<file path="src/design/imfp_pkg.sv">
// shared types, codes and command tables for the irc message field parser
`default_nettype none
package imfp_pkg;

  typedef enum logic [2:0] {
    RK_SERVER  = 3'd0,
    RK_NICK    = 3'd1,
    RK_USER    = 3'd2,
    RK_HOST    = 3'd3,
    RK_COMMAND = 3'd4,
    RK_PARAM   = 3'd5,
    RK_RAW     = 3'd6,
    RK_END     = 3'd7
  } rec_kind_e;

  localparam logic [4:0] CODE_UNKNOWN = 5'd0;
  localparam logic [4:0] CODE_NUMERIC = 5'd1;
  localparam logic [4:0] CODE_MODE    = 5'd9;

  localparam logic [7:0] CH_CR    = 8'h0D;
  localparam logic [7:0] CH_LF    = 8'h0A;
  localparam logic [7:0] CH_COLON = 8'h3A;
  localparam logic [7:0] CH_SPACE = 8'h20;
  localparam logic [7:0] CH_AT    = 8'h40;
  localparam logic [7:0] CH_BANG  = 8'h21;
  localparam logic [7:0] CH_PLUS  = 8'h2B;
  localparam logic [7:0] CH_MINUS = 8'h2D;

  localparam int NUM_WORDS = 15;

  // words right-justified as string literals, codes are index plus two
  localparam logic [55:0] WORD_TXT [NUM_WORDS] = '{
    56'("JOIN"), 56'("PART"), 56'("PING"), 56'("PONG"), 56'("NICK"),
    56'("KICK"), 56'("QUIT"), 56'("MODE"), 56'("KILL"), 56'("AWAY"),
    56'("TOPIC"), 56'("SQUIT"), 56'("ERROR"), 56'("NOTICE"), 56'("PRIVMSG")
  };
  localparam logic [3:0] WORD_LEN [NUM_WORDS] = '{
    4'd4, 4'd4, 4'd4, 4'd4, 4'd4, 4'd4, 4'd4, 4'd4, 4'd4, 4'd4,
    4'd5, 4'd5, 4'd5, 4'd6, 4'd7
  };

  typedef struct packed {
    rec_kind_e   kind;
    logic [8:0]  off;
    logic [9:0]  len;
    logic [4:0]  code;
    logic [9:0]  num;
    logic [3:0]  idx;
    logic        trl;
    logic        err;
    logic        add;
    logic [7:0]  mch;
    logic        crlf;
  } rec_t;

  typedef struct packed {
    logic  v0;
    logic  v1;
    rec_t  r0;
    rec_t  r1;
  } rec_pair_t;

  localparam rec_t REC_ZERO = '{kind: RK_SERVER, default: '0};

  function automatic logic [3:0] max_param(input logic [4:0] code);
    logic [3:0] m;
    unique case (code)
      5'd2, 5'd3, 5'd9, 5'd10, 5'd12, 5'd13, 5'd15, 5'd16: m = 4'd2;
      5'd6, 5'd8, 5'd11, 5'd14:                            m = 4'd1;
      5'd7:                                                m = 4'd3;
      default:                                             m = 4'd0;
    endcase
    return m;
  endfunction

  function automatic logic is_numeric(input logic [55:0] cb, input logic [3:0] cl);
    logic ok;
    ok = (cl == 4'd3);
    for (int i = 0; i < 3; i++) begin
      if (cb[8*i +: 8] < 8'h30 || cb[8*i +: 8] > 8'h39) ok = 1'b0;
    end
    return ok;
  endfunction

  function automatic logic [4:0] cmd_code(input logic [55:0] cb, input logic [3:0] cl);
    logic [4:0]  code;
    logic [55:0] rev;
    code = CODE_UNKNOWN;
    if (is_numeric(cb, cl)) begin
      code = CODE_NUMERIC;
    end else begin
      for (int w = NUM_WORDS - 1; w >= 0; w--) begin
        rev = '0;
        for (int i = 0; i < 7; i++) begin
          if (i < int'(WORD_LEN[w])) rev[8*i +: 8] = WORD_TXT[w][8*(int'(WORD_LEN[w])-1-i) +: 8];
        end
        if (cl == WORD_LEN[w] && cb == rev) code = 5'(w + 2);
      end
    end
    return code;
  endfunction

  function automatic logic [9:0] cmd_num(input logic [55:0] cb, input logic [3:0] cl);
    logic [9:0] n;
    n = '0;
    if (is_numeric(cb, cl)) begin
      n = 10'(cb[3:0]) * 10'd100 + 10'(cb[11:8]) * 10'd10 + 10'(cb[19:16]);
    end
    return n;
  endfunction

endpackage
`default_nettype wire

</file>
<file path="src/design/imfp_step.sv">
// parse state and per-item record generation
`default_nettype none
module imfp_step
  import imfp_pkg::*;
#(
  parameter int BUFFER_BYTES = 512
) (
  input  wire logic       clk_i,
  input  wire logic       rst_ni,
  input  wire logic       go_i,
  input  wire logic [7:0] byte_i,
  input  wire logic       end_i,
  output logic            consume_o,
  output rec_pair_t       recs_o
);

  localparam int PW = $clog2(BUFFER_BYTES + 1);
  localparam logic [PW:0]   BB_W  = (PW+1)'(BUFFER_BYTES);
  localparam logic [PW-1:0] BB_M1 = PW'(BUFFER_BYTES - 1);

  typedef enum logic [4:0] {
    PH_START   = 5'b00001,
    PH_PREFIX  = 5'b00010,
    PH_COMMAND = 5'b00100,
    PH_PARAMS  = 5'b01000,
    PH_RAW     = 5'b10000
  } phase_e;

  typedef enum logic [1:0] {
    PK_UND = 2'd0, PK_SERVER = 2'd1, PK_USER = 2'd2, PK_NONE = 2'd3
  } pkind_e;

  phase_e        phase_q, phase_d;
  pkind_e        pkind_q, pkind_d;
  logic          lpd_q, lpd_d, cr_q, cr_d, trl_q, trl_d;
  logic [PW-1:0] ts_q, ts_d, mp_q, mp_d, nx;
  logic [55:0]   cb_q, cb_d;
  logic [3:0]    cl_q, cl_d, pc_q, pc_d, pc_n;
  logic [4:0]    ck_d, ck_full_q, code;
  logic [15:0]   ph_q, ph_d;
  logic [9:0]    num;
  logic [PW-1:0] plen;
  logic          tok_take, tok_fin, is_lf;
  logic [7:0]    tb;
  rec_t          cmd_rec, par_rec, end_rec;

  function automatic logic [PW-1:0] span(input logic [PW-1:0] f, input logic [PW-1:0] t);
    return (t > f) ? PW'(t - f) : '0;
  endfunction

  function automatic rec_t mk(input rec_kind_e k, input logic [PW-1:0] o,
                              input logic [PW-1:0] l);
    rec_t r;
    logic [31:0] ow, lw;
    r = REC_ZERO;
    ow = 32'((o > BB_M1) ? BB_M1 : o);
    lw = 32'(l);
    r.kind = k;
    r.off  = ow[8:0];
    r.len  = lw[9:0];
    return r;
  endfunction

  assign nx   = (mp_q >= BB_W[PW-1:0]) ? BB_W[PW-1:0] : PW'({1'b0, mp_q} + 1'b1);
  assign code = cmd_code(cb_q, cl_q);
  assign num  = cmd_num(cb_q, cl_q);
  assign plen = span(ts_q, mp_q);
  assign pc_n = (pc_q < 4'd15) ? pc_q + 4'd1 : 4'd15;
  assign is_lf = !end_i && byte_i == CH_LF;
  assign tb   = cr_q ? CH_CR : byte_i;

  // a held cr ahead of anything but lf is taken first, while the item is held back
  assign tok_take  = go_i && (cr_q ? !is_lf : (!end_i && byte_i != CH_CR));
  assign tok_fin   = go_i && (cr_q ? is_lf : end_i);
  assign consume_o = go_i && !(cr_q && !is_lf);

  always_comb begin
    cmd_rec = mk(RK_COMMAND, ts_q, plen);
    cmd_rec.code = code;
    cmd_rec.num  = num;
    par_rec = mk(RK_PARAM, ts_q, plen);
    par_rec.idx = pc_n;
    par_rec.trl = trl_q;
    par_rec.err = pc_n > max_param(ck_full_q);
    if (ck_full_q == CODE_MODE && pc_n == 4'd2 && !par_rec.err) begin
      if (plen < PW'(2) || (ph_q[7:0] != CH_PLUS && ph_q[7:0] != CH_MINUS)) begin
        par_rec.err = 1'b1;
      end else begin
        par_rec.add = ph_q[7:0] == CH_PLUS;
        par_rec.mch = ph_q[15:8];
      end
    end
    end_rec = mk(RK_END, '0, mp_q);
    end_rec.crlf = cr_q;
  end

  always_comb begin
    phase_d = phase_q; pkind_d = pkind_q; lpd_d = lpd_q; ts_d = ts_q; mp_d = mp_q;
    cr_d = cr_q; cb_d = cb_q; cl_d = cl_q; ck_d = ck_full_q; pc_d = pc_q;
    trl_d = trl_q; ph_d = ph_q;
    recs_o = '{v0: 1'b0, v1: 1'b0, r0: REC_ZERO, r1: REC_ZERO};

    if (go_i && !cr_q && !end_i && byte_i == CH_CR) cr_d = 1'b1;
    if (go_i && cr_q) cr_d = 1'b0;

    if (tok_take) begin
      mp_d = nx;
      unique case (phase_q)
        PH_START: begin
          if (tb == CH_COLON) begin
            phase_d = PH_PREFIX;
            ts_d = nx;
          end else begin
            pkind_d = PK_NONE;
            phase_d = PH_COMMAND;
            ts_d = mp_q;
            cb_d[8*cl_q[2:0] +: 8] = tb;
            cl_d = cl_q + 4'd1;
          end
        end
        PH_PREFIX: begin
          if (tb == CH_SPACE || tb == CH_AT || tb == CH_BANG) begin
            recs_o.v0 = 1'b1;
            if (pkind_q == PK_UND) begin
              recs_o.r0 = mk((tb == CH_SPACE) ? RK_SERVER : RK_NICK, ts_q, plen);
              pkind_d = (tb == CH_SPACE) ? PK_SERVER : PK_USER;
            end else begin
              recs_o.r0 = mk(lpd_q ? RK_HOST : RK_USER, ts_q, plen);
            end
            lpd_d = tb == CH_AT;
            ts_d = nx;
            if (tb == CH_SPACE) phase_d = PH_COMMAND;
          end
        end
        PH_COMMAND: begin
          if (tb == CH_SPACE) begin
            recs_o.v0 = 1'b1;
            recs_o.r0 = cmd_rec;
            ck_d = code;
            phase_d = (max_param(code) != 4'd0) ? PH_PARAMS : PH_RAW;
            ts_d = nx;
          end else begin
            if (cl_q < 4'd7) cb_d[8*cl_q[2:0] +: 8] = tb;
            if (cl_q < 4'd8) cl_d = cl_q + 4'd1;
          end
        end
        PH_PARAMS: begin
          if (!trl_q && tb == CH_COLON && mp_q == ts_q) begin
            trl_d = 1'b1;
            ts_d = nx;
          end else if (!trl_q && tb == CH_SPACE) begin
            recs_o.v0 = 1'b1;
            recs_o.r0 = par_rec;
            pc_d = pc_n;
            ph_d = '0;
            ts_d = nx;
          end else if (mp_q >= ts_q && plen == '0) begin
            ph_d[7:0] = tb;
          end else if (plen == PW'(1)) begin
            ph_d[15:8] = tb;
          end
        end
        PH_RAW: ;
        default: ;
      endcase
    end

    if (tok_fin) begin
      if (phase_q != PH_START || cr_q) begin
        recs_o.v0 = 1'b1;
        recs_o.r0 = end_rec;
        priority case (1'b1)
          phase_q == PH_START: begin
            recs_o.r0 = mk(RK_COMMAND, mp_q, '0);
            recs_o.r0.code = code;
            recs_o.r0.num  = num;
          end
          phase_q == PH_COMMAND: recs_o.r0 = cmd_rec;
          phase_q == PH_PARAMS:  recs_o.r0 = par_rec;
          phase_q == PH_RAW:     recs_o.r0 = mk(RK_RAW, ts_q, plen);
          default:               recs_o.v0 = 1'b1;
        endcase
        if (phase_q != PH_PREFIX) begin
          recs_o.v1 = 1'b1;
          recs_o.r1 = end_rec;
        end
      end
      phase_d = PH_START; pkind_d = PK_UND; lpd_d = 1'b0; ts_d = '0; mp_d = '0;
      cr_d = 1'b0; cb_d = '0; cl_d = '0; ck_d = CODE_UNKNOWN; pc_d = '0;
      trl_d = 1'b0; ph_d = '0;
    end
  end

  always_ff @(posedge clk_i or negedge rst_ni) begin
    if (!rst_ni) begin
      phase_q <= PH_START; pkind_q <= PK_UND; lpd_q <= 1'b0; ts_q <= '0; mp_q <= '0;
      cr_q <= 1'b0; cb_q <= '0; cl_q <= '0; ck_full_q <= CODE_UNKNOWN; pc_q <= '0;
      trl_q <= 1'b0; ph_q <= '0;
    end else begin
      phase_q <= phase_d; pkind_q <= pkind_d; lpd_q <= lpd_d; ts_q <= ts_d; mp_q <= mp_d;
      cr_q <= cr_d; cb_q <= cb_d; cl_q <= cl_d; ck_full_q <= ck_d; pc_q <= pc_d;
      trl_q <= trl_d; ph_q <= ph_d;
    end
  end

  // the second record only follows a first one
  assert property (@(posedge clk_i) disable iff (!rst_ni) recs_o.v1 |-> recs_o.v0)
    else $error("second record without first");
  // message position never passes the buffer size
  assert property (@(posedge clk_i) disable iff (!rst_ni) mp_q <= BB_W[PW-1:0])
    else $error("position past buffer size");
  // a finish always clears the held cr
  assert property (@(posedge clk_i) disable iff (!rst_ni) tok_fin |=> !cr_q)
    else $error("cr held across message end");

endmodule
`default_nettype wire

</file>
<file path="src/design/imfp_fifo.sv">
// four-entry record queue, two writes and one read per cycle
`default_nettype none
module imfp_fifo
  import imfp_pkg::*;
(
  input  wire logic clk_i,
  input  wire logic rst_ni,
  input  rec_pair_t push_i,
  input  wire logic pop_i,
  output logic      room_o,
  output logic      valid_o,
  output rec_t      head_o
);

  rec_t       mem_q [4];
  logic [1:0] rd_q, wr_q;
  logic [2:0] cnt_q, cnt_d;
  logic [1:0] npush;
  logic       pop;

  assign pop     = pop_i && cnt_q != 3'd0;
  assign npush   = {1'b0, push_i.v0} + {1'b0, push_i.v1};
  assign cnt_d   = cnt_q + 3'(npush) - 3'(pop);
  assign room_o  = cnt_q <= 3'd2;
  assign valid_o = cnt_q != 3'd0;
  assign head_o  = mem_q[rd_q];

  always_ff @(posedge clk_i) begin
    if (push_i.v0) mem_q[wr_q] <= push_i.r0;
    if (push_i.v1) mem_q[wr_q + 2'd1] <= push_i.r1;
  end

  always_ff @(posedge clk_i or negedge rst_ni) begin
    if (!rst_ni) begin
      rd_q  <= '0;
      wr_q  <= '0;
      cnt_q <= '0;
    end else begin
      rd_q  <= rd_q + 2'(pop);
      wr_q  <= wr_q + npush;
      cnt_q <= cnt_d;
    end
  end

  assert property (@(posedge clk_i) disable iff (!rst_ni) cnt_q <= 3'd4)
    else $error("queue count overflow");
  assert property (@(posedge clk_i) disable iff (!rst_ni) push_i.v0 |-> room_o)
    else $error("push without room");
  assert property (@(posedge clk_i) disable iff (!rst_ni)
    (valid_o && !pop_i) |=> valid_o)
    else $error("record dropped while stalled");

endmodule
`default_nettype wire

</file>
<file path="src/design/irc_message_field_parser.sv">
// top level of the irc message field parser
//
// channel  dir  tdata                tuser
// s_axis   in   rx_byte              buffer_end
// m_axis   out  packed record below  record_kind
//
// one item per cycle is taken while the record queue holds two or fewer
// records; a cr followed by anything but lf holds the item after it back, as
// the held cr is parsed before the waiting item. each item makes up to two
// records, which leave one per cycle while m_axis_tready is high through a
// four-entry queue. reset returns the parser to the start of a message, queue empty.
`default_nettype none
module irc_message_field_parser
  import imfp_pkg::*;
#(
  parameter int BUFFER_BYTES = 512
) (
  input  wire logic        clk_i,
  input  wire logic        rst_ni,
  input  wire logic        s_axis_tvalid,
  output logic             s_axis_tready,
  input  wire logic [7:0]  s_axis_tdata,   // rx_byte[7:0]
  input  wire logic [0:0]  s_axis_tuser,   // buffer_end[0]
  output logic             m_axis_tvalid,
  input  wire logic        m_axis_tready,
  output logic [55:0]      m_axis_tdata,   // field_offset, field_length, command_code,
                                           // numeric_value, param_index, is_trailing,
                                           // param_error, mode_add, mode_char,
                                           // ended_by_crlf, zero pad
  output logic [2:0]       m_axis_tuser    // record_kind
);

  logic       in_vld_q, in_end_q, go, consume, room;
  logic [7:0] in_byte_q;
  rec_pair_t  recs;
  rec_t       head;

  assign go            = in_vld_q && room;
  assign s_axis_tready = !in_vld_q || consume;

  always_ff @(posedge clk_i or negedge rst_ni) begin
    if (!rst_ni) begin
      in_vld_q <= 1'b0;
    end else if (s_axis_tready) begin
      in_vld_q <= s_axis_tvalid;
    end
  end

  always_ff @(posedge clk_i) begin
    if (s_axis_tready && s_axis_tvalid) begin
      in_byte_q <= s_axis_tdata;
      in_end_q  <= s_axis_tuser[0];
    end
  end

  imfp_step #(.BUFFER_BYTES(BUFFER_BYTES)) u_step (
    .clk_i, .rst_ni,
    .go_i      (go),
    .byte_i    (in_byte_q),
    .end_i     (in_end_q),
    .consume_o (consume),
    .recs_o    (recs)
  );

  imfp_fifo u_fifo (
    .clk_i, .rst_ni,
    .push_i  (recs),
    .pop_i   (m_axis_tready),
    .room_o  (room),
    .valid_o (m_axis_tvalid),
    .head_o  (head)
  );

  assign m_axis_tuser = head.kind;
  assign m_axis_tdata = {6'd0, head.crlf, head.mch, head.add, head.err, head.trl,
                         head.idx, head.num, head.code, head.len, head.off};

endmodule
`default_nettype wire

</file>
<file path="config.mk">
export PLATFORM = sky130hd
export DESIGN_NAME = irc_message_field_parser
export DESIGN_NICKNAME = d
export VERILOG_FILES = /design/src/design/imfp_pkg.sv /design/src/design/imfp_step.sv /design/src/design/imfp_fifo.sv /design/src/design/irc_message_field_parser.sv
export SDC_FILE = /design/constraint.sdc
export NUM_CORES = 1
export LEC_CHECK = 0
export BUFFER_PORTS_ARGS = -buffer_cell sky130_fd_sc_hd__buf_4
export CORE_UTILIZATION = 30
export DETAILED_ROUTE_END_ITERATION = 16
export GPL_ROUTABILITY_DRIVEN = 0
export PLACE_DENSITY = 0.45
export SYNTH_ARGS = -nofsm -noshare
export SYNTH_HDL_FRONTEND = slang
export SYNTH_HIERARCHICAL = 1
export SYNTH_SLANG_ARGS = --single-unit
</file>
<file path="constraint.sdc">
create_clock -name clk_i -period 8.17 [get_ports clk_i]
set_clock_uncertainty 0.1 [all_clocks]
set_input_delay 0.4085 -clock clk_i [delete_from_list [all_inputs] [get_ports clk_i]]
set_output_delay 0.4085 -clock clk_i [all_outputs]
set_load 0.02 [all_outputs]
</file>
==> out/metrics.cfg <==
[logic_synthesis]
seq_area_frac_synth_pct=48.8
synth_warnings=6
syn_inst=1647
synthMuxAreaShare_pct=18.2
synth_top_family_by_area=multiplexers
postSynthAreaPerCell_um2=12.1
synthSimpleGateAreaFrac_pct=13.1
synth_seq_cells=344
synth_edf_count=221
synthAdderAreaFrac_pct=4.47
yosys-top-cells-area=edfxtp_1 (33%), dfrtp_1 (15%), mux2_2 (12%), mux4_2 (6.0%), ha_1 (3.8%)
synthArstFlopShare_pct=35.8
synth-main-ff-cell=edfxtp_1
synth_commonest_cells=edfxtp_1 (221), mux2_2 (210), dfrtp_1 (122)
syn-cell-area_mm2=0.0199
ys_types=94
yosysMostFrequentCell=edfxtp_1
yosys.area.top_type=edfxtp_1
synth_xor_area_share_pct=1.32
yosysTopAreaCellShare_pct=33.3
synth_compound_area_share_pct=8.56

[grt]
met3_usage_pct=2.29
busiest_layer=met2
grt_pass1_wl_mm=82.8
grt_overflow=0
antenna_found_initial=1
grt_max_degree=85
track_usage_pct=15.9
first_global_vias=13400
met1_usage_pct=22.2
use_met2_pct=25.8

[cts]
cts-root-buf=clkbuf_16
hold_buffers=11
cts_buffers=41
cts_tree=yes
clk_latency_ns=0.57
cts_resized=0
h-tree-depth=2
path_clk_slew_ns=0.06
cts.sinks=344
postCtsSetupRepairBufs=0
clockBufferDepth=3

[die]
io_pins=74
die_h_um=260
coreArea_mm2=0.0657
fp.dieW_um=260
dieArea_mm2=0.0675
initial_core_util_pct=30.3
row_count=94

[placed_design]
io_buffers=67
pre_cts_ws_ns=3.23
dp_hpwl_mm=35.8

[cells_and_area]
drive_gt1_share_pct=26.6
final_nets=1776
area_growth_syn_to_layout_pct=12.3
n_antenna_cell=0
utilization_pct=34.0
nFillCells=6475

[routing]
viasPerCell=5.11
dr.pass1.iters=4
routed_wirelength_mm=53.2
postRouteAntennaNets=0
vias=13200
drt_iter0_markers=869
route.detailed.drc=0
wl_per_cell_um=20.5

[timing]
drv_slew=0
fin_ws_ns=3.32
grt_setup_unrepaired=no
relSlewSlack_pct=35.2
final.period_utilization_pct=59.4
hold_viol=0
setup_viol=0
fin_crit_ns=4.85
tns_ns=0
fmax_ghz=0.206
tightestPinTransition_ns=0.968

[worst_setup_path]
end_kind=flip-flop
rr_worst_depth=10
crit_type=reg -> reg
required_ns=8.27
crit_arrival_ns=4.95
path_max_fanout=31
cp-start-kind=flip-flop

[pwr]
power_density_mw_per_mm2=299
p_leak_nw=8.74
vdd_drop_max_mv=0.162
power.total_w=0.00669

[outcome]
status=finished clean

[worst_hold_path]
whs_path_depth=3
hp-class=in -> reg

[job]
maxCapViolCount=0

per-layer routing:
metal | share of wire (%) | wire [µm]
met1 | 48 | 25700
met4 | 1.9 | 1020
met3 | 3.5 | 1880
met2 | 46 | 24500
met5 | 0 | 0
through the flow:
stage / std cells / instance area, µm² / hold slack [ns]
final: 2592 / 22400 / 0.111
after global routing: 2592 / 22400 / 0.105
after CTS: 2592 / 22400 / 0.0835
after detailed placement: 2506 / 21000 / 0.387
after global placement: 2506 / 21000 / 0.389
after floorplan: 1690 / 20100 / 0.0129
final timing paths:
kind,slack [ns],endpoint,from
worst min register to register,0.40,u_step/ph_q[11],u_step/ph_q[11]
worst max-delay path,3.32,u_fifo/mem_q[2][27],u_step/cr_q
worst max register to register,3.32,u_fifo/mem_q[2][27],u_step/cr_q
min in group asynchronous,0.37,u_step/cb_q[20],rst_ni
worst min-delay path,0.11,u_fifo/rd_q[1],m_axis_tready
max in group asynchronous,6.44,u_fifo/rd_q[0],rst_ni
cells in the final DEF, fill, tap and decap left out, types with 46 or more instances in the layout:
| cell type | instances |
|---|---|
| mux4_2 | 53 |
| nand2_1 | 63 |
| nand3_1 | 93 |
| edfxtp_1 | 221 |
| buf_4 | 85 |
| inv_1 | 62 |
| nor2_1 | 96 |
| dfrtp_1 | 120 |
| ha_1 | 60 |
| o21ai_0 | 109 |
| mux2_2 | 210 |
| a21oi_1 | 46 |
cells by family (layout without fill, tap and decap cells):
family | Yosys count | count (layout)
buffers and inverters | 197 | 235
AND/OR/NAND/NOR | 467 | 467
multiplexers | 270 | 270
adder cells (fa/ha/maj) | 67 | 67
other | 2 | 45
AO/OA/AOI/OAI | 270 | 270
XOR/XNOR | 30 | 30
flip-flops | 344 | 344
area by class of cell:
| cell class | instances | area, µm² | share of cell area [%] |
|---|---|---|---|
| Inverter | 63 | 238 | 1.06 |
| Clock buffer | 54 | 1150 | 5.13 |
| Clock inverter | 21 | 106 | 0.475 |
| Multi-Input combinational cell | 1149 | 9330 | 41.7 |
| Timing Repair Buffer | 97 | 759 | 3.39 |
| Sequential cell | 344 | 9720 | 43.4 |
| Tap cell | 864 | 1080 | 4.83 |
critical path, stage by stage (launching register included):
cell and delay (ns):
dfrtp_1 0.59, nor2_1 0.69, nand3_1 0.21, nor2_1 0.21
nand3_1 0.41, nand4_1 0.38, a21oi_1 0.20, inv_1 0.19
nand2b_1 0.15, o21ai_4 0.77, buf_4 0.55
power breakdown:
group	switching (W)	internal [W]	total [W]
clock	0.000737	0.000987	0.00172
sequential	0.000231	0.00220	0.00244
combinational	0.00151	0.00102	0.00253
state kept, by name, summed over array words and instances, names as in the netlist:
| name | flops |
|---|---|
| u_step/lpd_q | 1 |
| u_fifo/rd_q | 2 |
| u_fifo/wr_q | 2 |
| u_step/mp_q | 10 |
| u_fifo/mem_q | 212 |
| u_step/cl_q | 4 |
| u_step/trl_q | 1 |
| u_step/ck_full_q | 5 |
| u_step/pkind_q | 2 |
| u_step/cb_q | 56 |
| in_end_q | 1 |
| u_step/cr_q | 1 |
| u_step/pc_q | 4 |
| in_byte_q | 8 |
| in_vld_q | 1 |
| u_fifo/cnt_q | 3 |
| u_step/ph_q | 16 |
| u_step/phase_q | 5 |
| u_step/ts_q | 10 |
Note: power is estimated with default switching activity, not from simulation.
